File: config.mk
export PLATFORM = sky130hd
export DESIGN_NAME = steering_speed_slew_controller_flat
export DESIGN_NICKNAME = d
export VERILOG_FILES = /design/src/ssc_pkg.sv /design/src/ssc_in_if.sv /design/src/ssc_out_if.sv /design/src/steering_speed_slew_controller.sv /design/src/flat_wrapper.sv
export SDC_FILE = /design/constraint.sdc
export NUM_CORES = 1
export LEC_CHECK = 0
export ABC_AREA = 1
export BUFFER_PORTS_ARGS = -buffer_cell sky130_fd_sc_hd__buf_2
export CAP_MARGIN = 20
export CORE_ASPECT_RATIO = 1.1
export CORE_MARGIN = 5
export CORE_UTILIZATION = 48
export CTS_BUF_LIST = sky130_fd_sc_hd__clkbuf_4 sky130_fd_sc_hd__clkbuf_8 sky130_fd_sc_hd__clkbuf_16
export DETAILED_ROUTE_END_ITERATION = 6
export SYNTH_ARGS = -nofsm -noshare
export SYNTH_HDL_FRONTEND = slang
export SYNTH_SLANG_ARGS = --single-unit
File: constraint.sdc
create_clock -name clk_i -period 32.4 [get_ports clk_i]
set_clock_uncertainty 0.15 [all_clocks]
set_input_delay 0 -clock clk_i [delete_from_list [all_inputs] [get_ports clk_i]]
set_output_delay 0 -clock clk_i [all_outputs]
set_load 0.02 [all_outputs]
File: src/ssc_pkg.sv
// Package for the steering and speed slew controller.
// Holds field widths, register indexes, reset values, control constants and the exp table.
// No dependencies.
`timescale 1ns / 1ps
`default_nettype none

package ssc_pkg;

  localparam int ErrW     = 9;
  localparam int HeadW    = 8;
  localparam int GainW    = 10;
  localparam int SteerW   = 8;
  localparam int SpeedW   = 11;
  localparam int SlewW    = 4;
  localparam int CfgIdxW  = 3;
  localparam int CfgDataW = 11;

  localparam int ExpDepth = 256;
  localparam int ExpIdxW  = $clog2(ExpDepth);
  localparam int ExpW     = 16;
  localparam logic [63:0] ExpStepQ32 = 64'd4209921245;

  typedef enum logic [CfgIdxW-1:0] {
    CfgGainTurn      = 3'd0,
    CfgGainStraight  = 3'd1,
    CfgSteerMin      = 3'd2,
    CfgSteerMax      = 3'd3,
    CfgLimitTurn     = 3'd4,
    CfgLimitStraight = 3'd5,
    CfgSlewStep      = 3'd6
  } cfg_idx_e;

  localparam logic [GainW-1:0]         GainTurnRst      = 10'd320;
  localparam logic [GainW-1:0]         GainStraightRst  = 10'd77;
  localparam logic [SteerW-1:0]        SteerMinRst      = 8'd20;
  localparam logic [SteerW-1:0]        SteerMaxRst      = 8'd160;
  localparam logic signed [SpeedW-1:0] LimitTurnRst     = -11'sd600;
  localparam logic signed [SpeedW-1:0] LimitStraightRst = -11'sd700;
  localparam logic [SlewW-1:0]         SlewStepRst      = 4'd3;
  localparam logic [HeadW-1:0]         HeadingRst       = 8'd98;

  localparam logic [HeadW-1:0] BandLo = 8'd90;
  localparam logic [HeadW-1:0] BandHi = 8'd110;

  localparam logic signed [12:0] SpeedHyst   = 13'sd9;
  localparam logic signed [12:0] SpeedDec    = 13'sd2;
  localparam logic signed [12:0] SpeedInc    = 13'sd5;
  localparam logic signed [12:0] SpeedSatMax = 13'sd1023;
  localparam logic signed [12:0] SpeedSatMin = -13'sd1023;

  typedef logic [ExpDepth-1:0][ExpW-1:0] exp_rom_t;

  // Entry k is exp(-0.02 k) in Q0.16, built from a rounded Q0.32 recurrence.
  function automatic exp_rom_t build_exp_rom();
    logic [63:0] acc;
    logic [63:0] q;
    exp_rom_t    rom;
    acc = 64'd1 << 32;
    for (int k = 0; k < ExpDepth; k++) begin
      q = (acc + 64'd32768) >> 16;
      rom[k] = (q > 64'd65535) ? 16'hFFFF : q[ExpW-1:0];
      acc = (acc * ExpStepQ32 + (64'd1 << 31)) >> 32;
    end
    return rom;
  endfunction

  localparam exp_rom_t ExpRom = build_exp_rom();

endpackage

`default_nettype wire

File: src/ssc_in_if.sv
// Input channel carrying one lane measurement per transaction.
// Depends on ssc_pkg for field widths.
`timescale 1ns / 1ps
`default_nettype none

interface ssc_in_if;
  logic                              valid;
  logic                              ready;
  logic                              lane_found;
  logic signed [ssc_pkg::ErrW-1:0]   lateral_error;
  logic        [ssc_pkg::HeadW-1:0]  heading;

  modport source (output valid, lane_found, lateral_error, heading, input ready);
  modport sink   (input valid, lane_found, lateral_error, heading, output ready);
endinterface

`default_nettype wire

File: src/ssc_out_if.sv
// Output channel carrying one steering and speed command per transaction.
// Depends on ssc_pkg for field widths.
`timescale 1ns / 1ps
`default_nettype none

interface ssc_out_if;
  logic                              valid;
  logic                              ready;
  logic        [ssc_pkg::SteerW-1:0] steering;
  logic signed [ssc_pkg::SpeedW-1:0] speed;
  logic signed [ssc_pkg::SpeedW-1:0] speed_limit;

  modport source (output valid, steering, speed, speed_limit, input ready);
  modport sink   (input valid, steering, speed, speed_limit, output ready);
endinterface

`default_nettype wire

File: src/steering_speed_slew_controller.sv
// Top level of the steering and speed slew controller.
// Depends on ssc_pkg, ssc_in_if and ssc_out_if.
//
// Usage: each input transaction carries one frame's lane measurement (found flag,
// lateral error, heading). Each one yields exactly one output transaction with the
// slew-limited steering command, the ramped speed and the speed limit used.
// The measurement is captured in an input register; the compute stage forms the
// steering target, slew, clamp, exp-scaled speed limit and speed ramp and, unless
// the output stalls, updates the controller state and loads the result register.
// One transaction is accepted per cycle while the receiver keeps ready high; the
// rate is set by the single compute stage between the two registers, which also
// owns the feedback state, so every frame sees the previous frame's state. When
// the receiver stalls, the result register holds and the input register can still
// take one more transaction before ready drops. Configuration registers are
// written through cfg_we_i, cfg_idx_i and cfg_wdata_i; unknown indexes are
// ignored. The user must write them only while the block is idle; the block does
// not enforce this. Reset restores the register defaults, clears the held error,
// previous error, steering and speed, and sets the held heading to straight ahead.
`timescale 1ns / 1ps
`default_nettype none

module steering_speed_slew_controller (
  input  wire logic                            clk_i,
  input  wire logic                            rst_ni,
  input  wire logic                            cfg_we_i,
  input  wire logic [ssc_pkg::CfgIdxW-1:0]     cfg_idx_i,
  input  wire logic [ssc_pkg::CfgDataW-1:0]    cfg_wdata_i,
  ssc_in_if.sink                               in_i,
  ssc_out_if.source                            out_o
);
  import ssc_pkg::*;

  logic        [GainW-1:0]  gain_turn_q, gain_straight_q;
  logic        [SteerW-1:0] steer_min_q, steer_max_q;
  logic signed [SpeedW-1:0] limit_turn_q, limit_straight_q;
  logic        [SlewW-1:0]  slew_step_q;

  logic                     s1_valid_q;
  logic                     s1_found_q;
  logic signed [ErrW-1:0]   s1_err_q;
  logic        [HeadW-1:0]  s1_head_q;

  logic signed [ErrW-1:0]   held_error_q, held_error_d;
  logic signed [ErrW-1:0]   prev_error_q;
  logic        [HeadW-1:0]  held_heading_q, held_heading_d;
  logic        [SteerW-1:0] steer_q, steer_d;
  logic signed [SpeedW-1:0] speed_q, speed_d;
  logic signed [SpeedW-1:0] limit_d;

  logic                     out_valid_q;
  logic        [SteerW-1:0] out_steer_q;
  logic signed [SpeedW-1:0] out_speed_q, out_limit_q;

  logic s1_advance;
  logic in_take;

  assign s1_advance = s1_valid_q && (!out_valid_q || out_o.ready);
  assign in_i.ready = !s1_valid_q || s1_advance;
  assign in_take    = in_i.valid && in_i.ready;

  always_ff @(posedge clk_i or negedge rst_ni) begin
    if (!rst_ni) begin
      gain_turn_q      <= GainTurnRst;
      gain_straight_q  <= GainStraightRst;
      steer_min_q      <= SteerMinRst;
      steer_max_q      <= SteerMaxRst;
      limit_turn_q     <= LimitTurnRst;
      limit_straight_q <= LimitStraightRst;
      slew_step_q      <= SlewStepRst;
    end else if (cfg_we_i) begin
      unique case (cfg_idx_i)
        CfgGainTurn:      gain_turn_q      <= cfg_wdata_i[GainW-1:0];
        CfgGainStraight:  gain_straight_q  <= cfg_wdata_i[GainW-1:0];
        CfgSteerMin:      steer_min_q      <= cfg_wdata_i[SteerW-1:0];
        CfgSteerMax:      steer_max_q      <= cfg_wdata_i[SteerW-1:0];
        CfgLimitTurn:     limit_turn_q     <= $signed(cfg_wdata_i[SpeedW-1:0]);
        CfgLimitStraight: limit_straight_q <= $signed(cfg_wdata_i[SpeedW-1:0]);
        CfgSlewStep:      slew_step_q      <= cfg_wdata_i[SlewW-1:0];
        default: ;
      endcase
    end
  end

  always_ff @(posedge clk_i or negedge rst_ni) begin
    if (!rst_ni) begin
      s1_valid_q <= 1'b0;
    end else if (in_i.ready) begin
      s1_valid_q <= in_i.valid;
    end
  end

  always_ff @(posedge clk_i) begin
    if (in_take) begin
      s1_found_q <= in_i.lane_found;
      s1_err_q   <= in_i.lateral_error;
      s1_head_q  <= in_i.heading;
    end
  end

  logic                     straight;
  logic        [GainW-1:0]  gain;
  logic signed [SpeedW-1:0] mode_limit;
  logic signed [19:0]       steer_prod, steer_prod_adj;
  logic signed [11:0]       gain_term;
  logic signed [12:0]       target, steer_ext, step_ext, slewed;
  logic signed [12:0]       steer_min_ext, steer_max_ext;
  logic        [ErrW-1:0]   err_mag;
  logic        [ExpIdxW-1:0] exp_idx;
  logic        [ExpW-1:0]   exp_val;
  logic signed [27:0]       lim_prod, lim_prod_adj;
  logic signed [12:0]       lim_ext, spd;

  always_comb begin
    held_error_d   = s1_found_q ? s1_err_q  : held_error_q;
    held_heading_d = s1_found_q ? s1_head_q : held_heading_q;

    straight   = (held_heading_d >= BandLo) && (held_heading_d <= BandHi);
    gain       = straight ? gain_straight_q : gain_turn_q;
    mode_limit = straight ? limit_straight_q : limit_turn_q;

    // Truncating division by 256 toward zero.
    steer_prod     = 20'($signed({1'b0, gain})) * 20'(held_error_d);
    steer_prod_adj = steer_prod + $signed({12'd0, {8{steer_prod[19]}}});
    gain_term      = steer_prod_adj[19:8];
    target = 13'(gain_term) + $signed({5'd0, held_heading_d})
           + (13'(held_error_d) - 13'(prev_error_q));

    steer_ext     = $signed({5'd0, steer_q});
    step_ext      = $signed({9'd0, slew_step_q});
    steer_min_ext = $signed({5'd0, steer_min_q});
    steer_max_ext = $signed({5'd0, steer_max_q});
    if (target > steer_ext + step_ext) begin
      slewed = steer_ext + step_ext;
    end else if (target < steer_ext - step_ext) begin
      slewed = steer_ext - step_ext;
    end else begin
      slewed = steer_ext;
    end
    if (slewed > steer_max_ext) begin
      slewed = steer_max_ext;
    end else if (slewed < steer_min_ext) begin
      slewed = steer_min_ext;
    end
    steer_d = slewed[SteerW-1:0];

    err_mag = held_error_d[ErrW-1] ? ErrW'(-held_error_d) : ErrW'(held_error_d);
    exp_idx = (int'(err_mag) > ExpDepth - 1) ? ExpIdxW'(ExpDepth - 1) : ExpIdxW'(err_mag);
    exp_val = ExpRom[exp_idx];

    // Truncating division by 65536 toward zero.
    lim_prod     = 28'(mode_limit) * 28'($signed({1'b0, exp_val}));
    lim_prod_adj = lim_prod + $signed({12'd0, {16{lim_prod[27]}}});
    limit_d      = lim_prod_adj[26:16];
    lim_ext      = 13'($signed(lim_prod_adj[27:16]));

    spd = 13'(speed_q);
    if (spd > lim_ext + SpeedHyst) begin
      spd = spd - SpeedDec;
    end else if (spd <= lim_ext) begin
      spd = spd + SpeedInc;
    end
    if (spd > SpeedSatMax) begin
      spd = SpeedSatMax;
    end
    if (spd < SpeedSatMin) begin
      spd = SpeedSatMin;
    end
    speed_d = spd[SpeedW-1:0];
  end

  always_ff @(posedge clk_i or negedge rst_ni) begin
    if (!rst_ni) begin
      held_error_q   <= '0;
      prev_error_q   <= '0;
      held_heading_q <= HeadingRst;
      steer_q        <= '0;
      speed_q        <= '0;
    end else if (s1_advance) begin
      held_error_q   <= held_error_d;
      prev_error_q   <= held_error_d;
      held_heading_q <= held_heading_d;
      steer_q        <= steer_d;
      speed_q        <= speed_d;
    end
  end

  always_ff @(posedge clk_i or negedge rst_ni) begin
    if (!rst_ni) begin
      out_valid_q <= 1'b0;
    end else if (!out_valid_q || out_o.ready) begin
      out_valid_q <= s1_valid_q;
    end
  end

  always_ff @(posedge clk_i) begin
    if (s1_advance) begin
      out_steer_q <= steer_d;
      out_speed_q <= speed_d;
      out_limit_q <= limit_d;
    end
  end

  assign out_o.valid       = out_valid_q;
  assign out_o.steering    = out_steer_q;
  assign out_o.speed       = out_speed_q;
  assign out_o.speed_limit = out_limit_q;

endmodule

`default_nettype wire

File: src/flat_wrapper.sv
// flat-port wrapper written by rule: the top's interface ports become plain ports
module steering_speed_slew_controller_flat import ssc_pkg::*;
  (clk_i, rst_ni, cfg_we_i, cfg_idx_i, cfg_wdata_i, in_i_valid, in_i_lane_found, in_i_lateral_error, in_i_heading, in_i_ready, out_o_valid, out_o_steering, out_o_speed, out_o_speed_limit, out_o_ready);
  ssc_in_if in_i_i ();
  ssc_out_if out_o_i ();
  input  wire logic clk_i;
  input  wire logic rst_ni;
  input  wire logic cfg_we_i;
  input  wire logic [ssc_pkg::CfgIdxW-1:0] cfg_idx_i;
  input  wire logic [ssc_pkg::CfgDataW-1:0] cfg_wdata_i;
  input wire logic [$bits(in_i_i.valid)-1:0] in_i_valid;
  input wire logic [$bits(in_i_i.lane_found)-1:0] in_i_lane_found;
  input wire logic [$bits(in_i_i.lateral_error)-1:0] in_i_lateral_error;
  input wire logic [$bits(in_i_i.heading)-1:0] in_i_heading;
  output wire logic [$bits(in_i_i.ready)-1:0] in_i_ready;
  output wire logic [$bits(out_o_i.valid)-1:0] out_o_valid;
  output wire logic [$bits(out_o_i.steering)-1:0] out_o_steering;
  output wire logic [$bits(out_o_i.speed)-1:0] out_o_speed;
  output wire logic [$bits(out_o_i.speed_limit)-1:0] out_o_speed_limit;
  input wire logic [$bits(out_o_i.ready)-1:0] out_o_ready;
  assign in_i_i.valid = in_i_valid;
  assign in_i_i.lane_found = in_i_lane_found;
  assign in_i_i.lateral_error = in_i_lateral_error;
  assign in_i_i.heading = in_i_heading;
  assign in_i_ready = in_i_i.ready;
  assign out_o_valid = out_o_i.valid;
  assign out_o_steering = out_o_i.steering;
  assign out_o_speed = out_o_i.speed;
  assign out_o_speed_limit = out_o_i.speed_limit;
  assign out_o_i.ready = out_o_ready;
  steering_speed_slew_controller u_core (.clk_i(clk_i), .rst_ni(rst_ni), .cfg_we_i(cfg_we_i), .cfg_idx_i(cfg_idx_i), .cfg_wdata_i(cfg_wdata_i), .in_i(in_i_i), .out_o(out_o_i));
endmodule
=== After elaboration in Yosys (flattened, before gate mapping) ===
Memories as Yosys holds them, arrays and structs flattened.
Index checks and enable logic that the tools add are counted.

* Input bits: 37
* Output and inout bits: 32
* Memories kept: 1
* Flip-flop bits (word level): 148
* Memory bits (read-only): 4,096

* Multiplexer cells: 15
* Equality and inequality tests: 6
* Reductions and logical operators: 15
* $mul: 2
* Add/subtract/negate cells: 11
* Magnitude comparators: 12

{| class="wikitable"
|+ Memories
! name !! depth !! width !! read ports !! clocked after memory_dff !! write ports !! line !! source
|-
| (name not given) || 256 || 16 || 1 || 0 || 0 || steering_speed_slew_controller.sv:148 || <nowiki>exp_val = ExpRom[exp_idx];</nowiki>
|}

{| class="wikitable"
|+ Operators with widths
! kind !! number
|-
| $mux 13 || 5
|-
| $mux 8 || 4
|-
| $add 28x17->28 || 1
|-
| $mul 11x17->28 || 1
|-
| $mux 11 || 2
|-
| $add 20x9->20 || 1
|-
| $mul 11x9->20 || 1
|-
| $mux 9 || 2
|-
| $mux 16 || 1
|-
| $reduce_and 2->1 || 7
|-
| $add 12x5->13 const B || 1
|-
| $add 12x9->13 || 1
|-
| $add 13x13->13 || 1
|-
| $gt 11x13->1 || 1
|-
| $gt 13x11->1 const B || 1
|-
| $gt 13x13->1 || 1
|-
| $gt 13x9->1 || 1
|-
| $lt 13x11->1 const B || 1
|-
| $lt 13x13->1 || 1
|-
| $lt 13x9->1 || 1
|-
| $add 11x4->12 const B || 1
|-
| $le 11x12->1 || 1
|-
| $sub 11x3->12 const B || 1
|-
| $mux 10 || 1
|-
| 15 further kinds || 22
|}

=== Depth between registers and ports, before layout ===
Gate-level depths: netlist of run 1.

* Word-level depth: 16
* Gate-level depth with buffers: 97
* Depth with buffers taken out: 94

=== Worst setup path after synthesis of run 1 ===
Ideal clock, no wire load.

* Path type: reg-to-reg
* Start point: register u_core.s1_found_q
* End point: register u_core.out_steer_q[2] (netlist: u_core.out_o.steering[2]), data pin
* Setup time: 0.272 ns
* Cell stages (with the launch flop): 78
* Arrival: 13.547 ns
* Path buffers: 6
* Path slack: 18.431 ns
* Required time: 31.978 ns
* Path through: edfxtp_1 -> buf_4 -> buf_2 -> o21ai_0 -> a211oi_1 -> nor2_1 -> nor2_1 -> nand3_1 -> clkbuf_1 -> clkbuf_1 -> nand2_1 -> o21ai_1 -> nand2_1 -> fa_1 -> inv_1 -> fa_1 -> fa_1 -> fa_1 -> [... 42 more ...] -> nand2_1 -> inv_1 -> clkbuf_1 -> nand2_1 -> o211ai_1 -> o21ai_0 -> ha_1 -> nand2_1 -> o21ai_0 -> nand2_1 -> nand2_1 -> a21oi_1 -> o21ai_0 -> a21oi_1 -> o32a_1 -> clkbuf_1 -> o21ai_0 -> o22ai_1

* Longest elaborated chain between the ends: 14
* Elaborated cells on any way between the ends: 19
* Those cells by class: add/sub: 4; mul: 1; order compare: 6; mux: 7; reduce/logical: 1

{| class="wikitable"
|+ RTL lines
! element !! line !! source
|-
| start, declared || steering_speed_slew_controller.sv:39 || <nowiki>logic s1_found_q;</nowiki>
|-
| start signal, assigned || steering_speed_slew_controller.sv:94 || <nowiki>s1_found_q <= in_i.lane_found;</nowiki>
|-
| $mux 8 || steering_speed_slew_controller.sv:115 || <nowiki>held_heading_d = s1_found_q ? s1_head_q : held_heading_q;</nowiki>
|-
| $ge 8x7->1 or $le 8x7->1 (tied branches) || steering_speed_slew_controller.sv:117 || <nowiki>straight = (held_heading_d >= BandLo) && (held_heading_d <= BandHi);</nowiki>
|-
| $logic_and 1x1->1 || steering_speed_slew_controller.sv:117 ||
|-
| $mux 10 || steering_speed_slew_controller.sv:118 || <nowiki>gain = straight ? gain_straight_q : gain_turn_q;</nowiki>
|-
| $mul 11x9->20 || steering_speed_slew_controller.sv:122 || <nowiki>steer_prod = 20'($signed({1'b0, gain})) * 20'(held_error_d);</nowiki>
|-
| $add 20x9->20 || steering_speed_slew_controller.sv:123 || <nowiki>steer_prod_adj = steer_prod + $signed({12'd0, {8{steer_prod[19]}}});</nowiki>
|-
| $add 12x9->13 || steering_speed_slew_controller.sv:125 || <nowiki>target = 13'(gain_term) + $signed({5'd0, held_heading_d})</nowiki>
|-
| $add 13x13->13 * || steering_speed_slew_controller.sv:126 || <nowiki>+ (13'(held_error_d) - 13'(prev_error_q));</nowiki>
|-
| $lt 13x13->1 || steering_speed_slew_controller.sv:134 || <nowiki>end else if (target < steer_ext - step_ext) begin</nowiki>
|-
| $mux 13 || steering_speed_slew_controller.sv:134 ||
|-
| $mux 13 * || steering_speed_slew_controller.sv:132 || <nowiki>if (target > steer_ext + step_ext) begin</nowiki>
|-
| $lt 13x9->1 || steering_speed_slew_controller.sv:141 || <nowiki>end else if (slewed < steer_min_ext) begin</nowiki>
|-
| $mux 8 || steering_speed_slew_controller.sv:141 ||
|-
| $mux 8 * || steering_speed_slew_controller.sv:139 || <nowiki>if (slewed > steer_max_ext) begin</nowiki>
|-
| net u_core.slewed[2] || steering_speed_slew_controller.sv:105 || <nowiki>logic signed [12:0] target, steer_ext, step_ext, slewed;</nowiki>
|-
| end signal, assigned || steering_speed_slew_controller.sv:197 || <nowiki>out_steer_q <= steer_d;</nowiki>
|-
| end, declared || steering_speed_slew_controller.sv:51 || <nowiki>logic [SteerW-1:0] out_steer_q;</nowiki>
|}

The timed path passes the listed nets; every way through them passes the cells marked *.
A chain may end at the register's enable or synchronous reset.

=== Final worst setup path of run 1 ===
* Start point: register u_core.s1_found_q
* End point: register u_core.out_speed_q[7] (netlist: u_core.out_o.speed[7]), data pin

* Longest elaborated chain between the ends: 16
* Elaborated cells on any way between the ends: 23
* Those cells by class: add/sub: 3; mul: 1; order compare: 7; mux: 10; reduce/logical: 1; memory: 1

{| class="wikitable"
|+ RTL lines
! element !! line !! source
|-
| $mux 9 || steering_speed_slew_controller.sv:114 || <nowiki>held_error_d = s1_found_q ? s1_err_q : held_error_q;</nowiki>
|-
| $neg 9->9 || steering_speed_slew_controller.sv:146 || <nowiki>err_mag = held_error_d[ErrW-1] ? ErrW'(-held_error_d) : ErrW'(held_error_d);</nowiki>
|-
| $mux 9 || steering_speed_slew_controller.sv:146 ||
|-
| $gt 9x8->1 || steering_speed_slew_controller.sv:147 || <nowiki>exp_idx = (int'(err_mag) > ExpDepth - 1) ? ExpIdxW'(ExpDepth - 1) : ExpIdxW'(err_mag);</nowiki>
|-
| $mux 8 || steering_speed_slew_controller.sv:147 ||
|-
| $mem_v2 256x16 || -- ||
|-
| $mux 16 (implied by the code) || steering_speed_slew_controller.sv:148 ||
|-
| $mul 11x17->28 * || steering_speed_slew_controller.sv:151 || <nowiki>lim_prod = 28'(mode_limit) * 28'($signed({1'b0, exp_val}));</nowiki>
|-
| [... 1 more ...] || -- ||
|-
| net u_core.lim_prod_adj[18] || steering_speed_slew_controller.sv:110 || <nowiki>logic signed [27:0] lim_prod, lim_prod_adj;</nowiki>
|-
| $add 12x5->13 or $le 11x12->1 (tied branches) || steering_speed_slew_controller.sv:157, steering_speed_slew_controller.sv:159 ||
|-
| $gt 11x13->1 or $mux 13 (tied branches) || steering_speed_slew_controller.sv:157, steering_speed_slew_controller.sv:159 ||
|-
| $mux 13 * || steering_speed_slew_controller.sv:157 || <nowiki>if (spd > lim_ext + SpeedHyst) begin</nowiki>
|-
| $gt 13x11->1 || steering_speed_slew_controller.sv:162 || <nowiki>if (spd > SpeedSatMax) begin</nowiki>
|-
| $mux 13 * || steering_speed_slew_controller.sv:162 ||
|-
| $lt 13x11->1 || steering_speed_slew_controller.sv:165 || <nowiki>if (spd < SpeedSatMin) begin</nowiki>
|-
| $mux 11 * || steering_speed_slew_controller.sv:165 ||
|-
| net u_core.spd[7] || steering_speed_slew_controller.sv:111 || <nowiki>logic signed [12:0] lim_ext, spd;</nowiki>
|-
| end signal, assigned || steering_speed_slew_controller.sv:198 || <nowiki>out_speed_q <= speed_d;</nowiki>
|-
| end, declared || steering_speed_slew_controller.sv:52 || <nowiki>logic signed [SpeedW-1:0] out_speed_q, out_limit_q;</nowiki>
|}

The timed path passes the listed nets; every way through them passes the cells marked *. The select of a mux whose other input is x is not followed.

==> results of run 1 <==
## worst max-delay path, delay by kind of cell (launching register included)
| family | cells | cell delay, ns |
|---|---|---|
| adder cells (fa/ha/maj) | 10 | 4.19 |
| AO/OA/AOI/OAI | 7 | 0.99 |
| buffers and inverters | 14 | 2.57 |
| XOR/XNOR | 2 | 0.28 |
| flip-flops | 1 | 0.80 |
| AND/OR/NAND/NOR | 53 | 8.17 |
## what timing repair did
item,CTS,global route
endpoints found under the hold margin,131,0
setup endpoints to repair,0,0
hold buffers,38,0
## kinds of logic (layout without fill, tap and decap cells)
family | count (synthesis) | after routing | share of synthesized area, %
AOI/OAI and AO/OA | 535 | 535 | 13.15
xor gates and xnor gates | 86 | 86 | 3.224
adders and majority gates | 461 | 461 | 30.95
buffers and inverters | 684 | 745 | 11.34
DFF | 148 | 148 | 17.01
muxes | 1 | 1 | 0.04284
other | 0 | 1 | 0
and+or+nand+nor | 1353 | 1353 | 24.29
## cells in the mapped netlist (9+ instances only)
library cell	n	area [um^2]
o21ai_1	22	110.1
o21ai_0	218	1091
dfrtp_1	76	1902
xnor2_1	18	157.7
inv_2	10	37.54
clkbuf_1	69	259.0
nand4_1	29	181.4
nand3_1	153	765.7
dfstp_2	24	630.6
a31oi_1	19	118.9
or2_2	10	62.56
o221ai_1	9	78.83
o211ai_1	35	262.8
a21oi_1	146	730.7
buf_1	11	41.29
ha_1	266	3328
fa_1	195	3904
nand2_2	14	87.58
inv_1	566	2125
o31ai_1	10	75.07
o21bai_1	11	82.58
nand2_1	782	2935
nand3_2	11	110.1
nor2_1	301	1130
nor3_1	24	120.1
xor2_1	68	595.6
o22ai_1	13	81.33
edfxtp_1	48	1441
clkinv_1	9	33.78
## path summary, 6_finish.rpt
path | slack [ns] | end | cells after the start
worst max register to register | 14.96 | u_core.out_o.speed[7] | 86
worst max-delay path | 14.96 | u_core.out_o.speed[7] | 86
worst min register to register | 0.33 | u_core.limit_straight_q[9] | 2
worst min-delay path | 0.11 | u_core.s1_err_q[4] | 2
max in group asynchronous | 30.67 | u_core.prev_error_q[8] | 4
min in group asynchronous | 0.41 | u_core.limit_turn_q[1] | 3
## state kept, by name (all words and copies together), names as in the netlist, 8 cells and up
register and cells:
u_core.held_heading_q 8, u_core.out_o.speed_limit 11, u_core.gain_turn_q 10, u_core.prev_error_q 9, u_core.steer_max_q 8, u_core.limit_straight_q 11, u_core.s1_err_q 9, u_core.speed_q 11
u_core.steer_q 8, u_core.steer_min_q 8, u_core.limit_turn_q 11, u_core.out_o.steering 8, u_core.s1_head_q 8, u_core.gain_straight_q 10, u_core.out_o.speed 11
## through the flow
step | hold slack (ns) | util (%) | area [um^2]
finish | 0.1092 | 52.52 | 25230
global route | 0.1053 | 52.52 | 25230
CTS | 0.08977 | 52.50 | 25220
detailed placement | -0.08192 | 50.44 | 24230
global placement | -0.08755 | 50.43 | 24220
floorplan | -0.4456 | - | 23370
## final cells by class
cell class / instances / area [um^2] / area share, %
clock inverters: 14 / 160.2 / 0.6348
well taps: 645 / 807.0 / 3.199
multi-input cells: 2436 / 16750 / 66.40
flip-flops and latches: 148 / 3974 / 15.75
diodes: 1 / 2.502 / 0.009919
clock buffers: 18 / 439.2 / 1.741
inverters: 585 / 2196 / 8.704
repair buffers: 128 / 898.4 / 3.561
## per-layer routing
metal	global-route usage [%]	up-vias
met1	38.81	10730
met2	48.26	1004
met3	4.000	206
met4	11.39	0
li1	-	10570
met5	0	-
==> impl_metrics.toml, run 1 <==
[global_routing]
first_global_vias = 22340
track_usage_pct = 29.12
antenna_found_initial = 0
grt_overflow = 0
grt_start_max_net_pins = 56
grt_pass1_wl_um = 122000

[timing]
max_freq_ghz = 0.05733
period_needed_ns = 17.44
drv_slew = 0
hold_viol = 0
fin_tns_setup_ns = 0
worst_pin_slew_ns = 1.185
setup_slack_ns = 14.96
rsz0062_at_grt = "no"
finalCritPeriodShare_pct = 53.83
setup_viol_count_final = 0
slew-limit-headroom_pct = 20.93

[detailed_routing]
met3_wirelength_um = 5724
drt_iter0_drc = 2323
wl_um = 77420
drc = 0
routed-wl-met2_um = 36020
vias_per_cell = 5.662
ant_nets = 0
drt_first_pass_iters = 7
avgRoutedWirePerCell_um = 19.48
wl_met1_um = 32450
vias = 22510
routed.top_layer = "met4"

[place]
pre_cts_slack_ns = 15.27
port_buffers = 68
place.gp.congestion = 1.070
dp.cells = 3903
hpwl_um = 60420

[worst_setup_path]
reg2reg_from = "u_core.s1_found_q"
critPathMaxStageDelay_ns = 0.80
crit_path_start_kind = "flop"
crit_fanout = 29
crit_required_ns = 32.43
cpMostUsedCell = "nand2_1"
slowest_stage = "edfxtp_1"
critical_path_class = "flop to flop"
crit_path_start = "u_core.s1_found_q"
cp-end-kind = "flop"
crit_arrival_ns = 17.47

[clock_network]
cts_tree = "yes"
cts_buffer_depth = 2
post_cts_buffers = 0
clkTransAtPathRegs_ns = 0.07
root_buffer = "clkbuf_16"
htreeDepth = 4
clock_latency_ns = 0.45
numCtsBuffers = 17
cts_resized = 0
clock-sinks = 148

[hold_path]
hp-start = "in_i_lateral_error[4]"
hp-class = "input port to flop"

[layout]
nets = 3814
drive_gt1_share_pct = 6.398
area_growth_pct = 7.968
final_common_cell = "nand2_1"
nFillCells = 4775
most-common-layout-cells = "nand2_1 (782), inv_1 (565), nor2_1 (301)"
finalNonFillerCells = 3975

[synthesis]
synth-seq-area-share_pct = 17.01
synth_ff_type = "dfrtp_1"
synthArstFlopShare_pct = 67.57
synth_cell_types = 63
synth_area_um2 = 23370
synth_nets = 3766
syn_avg_cell_area_um2 = 7.150
synth_warnings = 0
synth-seq-cells = 148
synth_edf_count = 48
synthCells = 3268

[die]
fp.dieH_um = 241.4
core_um2 = 48030
die-area_um2 = 53200
ios = 69
rows = 84
die_w_um = 220.4
start_util_pct = 48.65

[status]
status = "finished clean"

[run]
drv_cap = 0
Power of run 1 is left out: the tool's default activity adds up to more than one toggle a clock period on the data nets, which glitch-free logic cannot reach.
==> run 2: changes to the inputs <==
- PLACE_DENSITY: not set -> 0.67
- clock period: 32.4 -> 14.7 ns (I/O delays scaled with it)
==> impl_metrics.toml, run 2 (synthesis results as in run 1) <==
[worst_setup_path]
critical_path_class = "flop to flop"
crit_arrival_ns = 14.12
cp-end-kind = "flop"
crit_required_ns = 14.72
crit_fanout = 18
slowest_stage = "fa_1"
cpMostUsedCell = "nand2_1"
crit_path_start_kind = "flop"
critPathMaxStageDelay_ns = 0.57

[detailed_routing]
drt_first_pass_iters = 7
drc = 0
drt_iter0_drc = 2277
vias_per_cell = 5.552
wl_um = 78380
ant_nets = 0
vias = 23160
avgRoutedWirePerCell_um = 18.79

[global_routing]
grtUsageMet3_pct = 3.000
grt_overflow = 0
use_met1_pct = 37.49
grt_start_max_net_pins = 83
top_usage_layer = "met2"
antenna_found_initial = 0
use_met2_pct = 49.26
first_global_vias = 22940
track_usage_pct = 28.81
grt_pass1_wl_um = 122000

[layout]
final_common_cell = "nand2_1"
multi_input_area_um2 = 17200
area_growth_pct = 16.93
finalNonFillerCells = 4172
seq_area_um2 = 3974
diodes = 0
nFillCells = 4523
most-common-layout-cells = "nand2_1 (763), inv_1 (542), nor2_1 (288)"
nets = 4012
drive_gt1_share_pct = 14.43

[timing]
worst_pin_slew_ns = 0.9616
max_freq_ghz = 0.07095
hold_viol = 0
drv_slew = 0
period_needed_ns = 14.09
slew-limit-headroom_pct = 35.68
fin_tns_setup_ns = 0
setup_viol_count_final = 0
fin_hold_ws_ns = 0.1247
finalCritPeriodShare_pct = 95.88

[run]
drv_cap = 0

[die]
fp.dieH_um = 241.4
start_util_pct = 48.65
core_um2 = 48030
ios = 69
rows = 84
die_w_um = 220.4
die-area_um2 = 53200

[place]
place.gp.congestion = 0.9845
hpwl_um = 60800
dp.cells = 4038
port_buffers = 68

[clock_network]
clock_latency_ns = 0.44
cts_buffer_depth = 2
root_buffer = "clkbuf_16"
htreeDepth = 4
numCtsBuffers = 17
cts_tree = "yes"
clkTransAtPathRegs_ns = 0.08
clock-sinks = 148

[hold_path]
hp-class = "input port to flop"

[status]
status = "finished clean"
run 2: repair_timing:
item / CTS / global route
endpoints found under the hold margin: 119 / 5
setup endpoints to repair: 35 / 38
hold buffers: 37 / 1
gates resized for setup: 6 / 163
gates cloned: 0 / 5
buffers inserted: 4 / 53
pin swaps: 1 / 33
run 2: layer usage:
layer / share of wire (%) / up-vias
met5: 0 / -
met4: 4.5 / 0
met3: 6.3 / 205
met2: 48 / 957
met1: 41 / 11020
li1: - / 10980
run 2: worst paths after layout:
check	from	endpoint	slack (ns)	cells past startpoint
max	u_core.s1_found_q	u_core.out_o.steering[1]	0.61	68
min	cfg_we_i	u_core.steer_min_q[2]	0.12	5
max reg2reg	u_core.s1_found_q	u_core.out_o.steering[1]	0.61	68
min reg2reg	u_core.limit_straight_q[3]	u_core.limit_straight_q[3]	0.34	2
max in group asynchronous	rst_ni	u_core.steer_q[4]	12.56	4
min in group asynchronous	rst_ni	u_core.steer_max_q[2]	0.45	4
run 2: final cells by class:
class | instances | share of cell area (%)
inverters | 585 | 8.252
repair buffers | 321 | 9.150
well taps | 645 | 2.954
flip-flops and latches | 148 | 14.54
multi-input cells | 2438 | 62.96
clock inverters | 15 | 0.5038
clock buffers | 17 | 1.557
repair inverters | 3 | 0.08243
run 2: worst max-delay path, delay by kind of cell, from the launching register on:
kind            cells  cell delay [ns]
compound gates     25             3.98
simple gates       15             1.49
fa+ha+maj          12             4.98
flops               1             0.48
xor+xnor            3             0.72
buf+inv            13             1.95
run 2: per-stage QoR:
stage / util (%) / cell area [um^2] / setup slack, ns
detailed placement: 52.59 / 25260 / -0.4633
CTS: 54.61 / 26230 / 0.03566
global route: 56.88 / 27320 / -0.1832
floorplan: - / 23370 / 0.7311
global placement: 52.59 / 25260 / 0.01779
finish: 56.88 / 27320 / 0.6053
Power of run 2 is left out for the same reason.
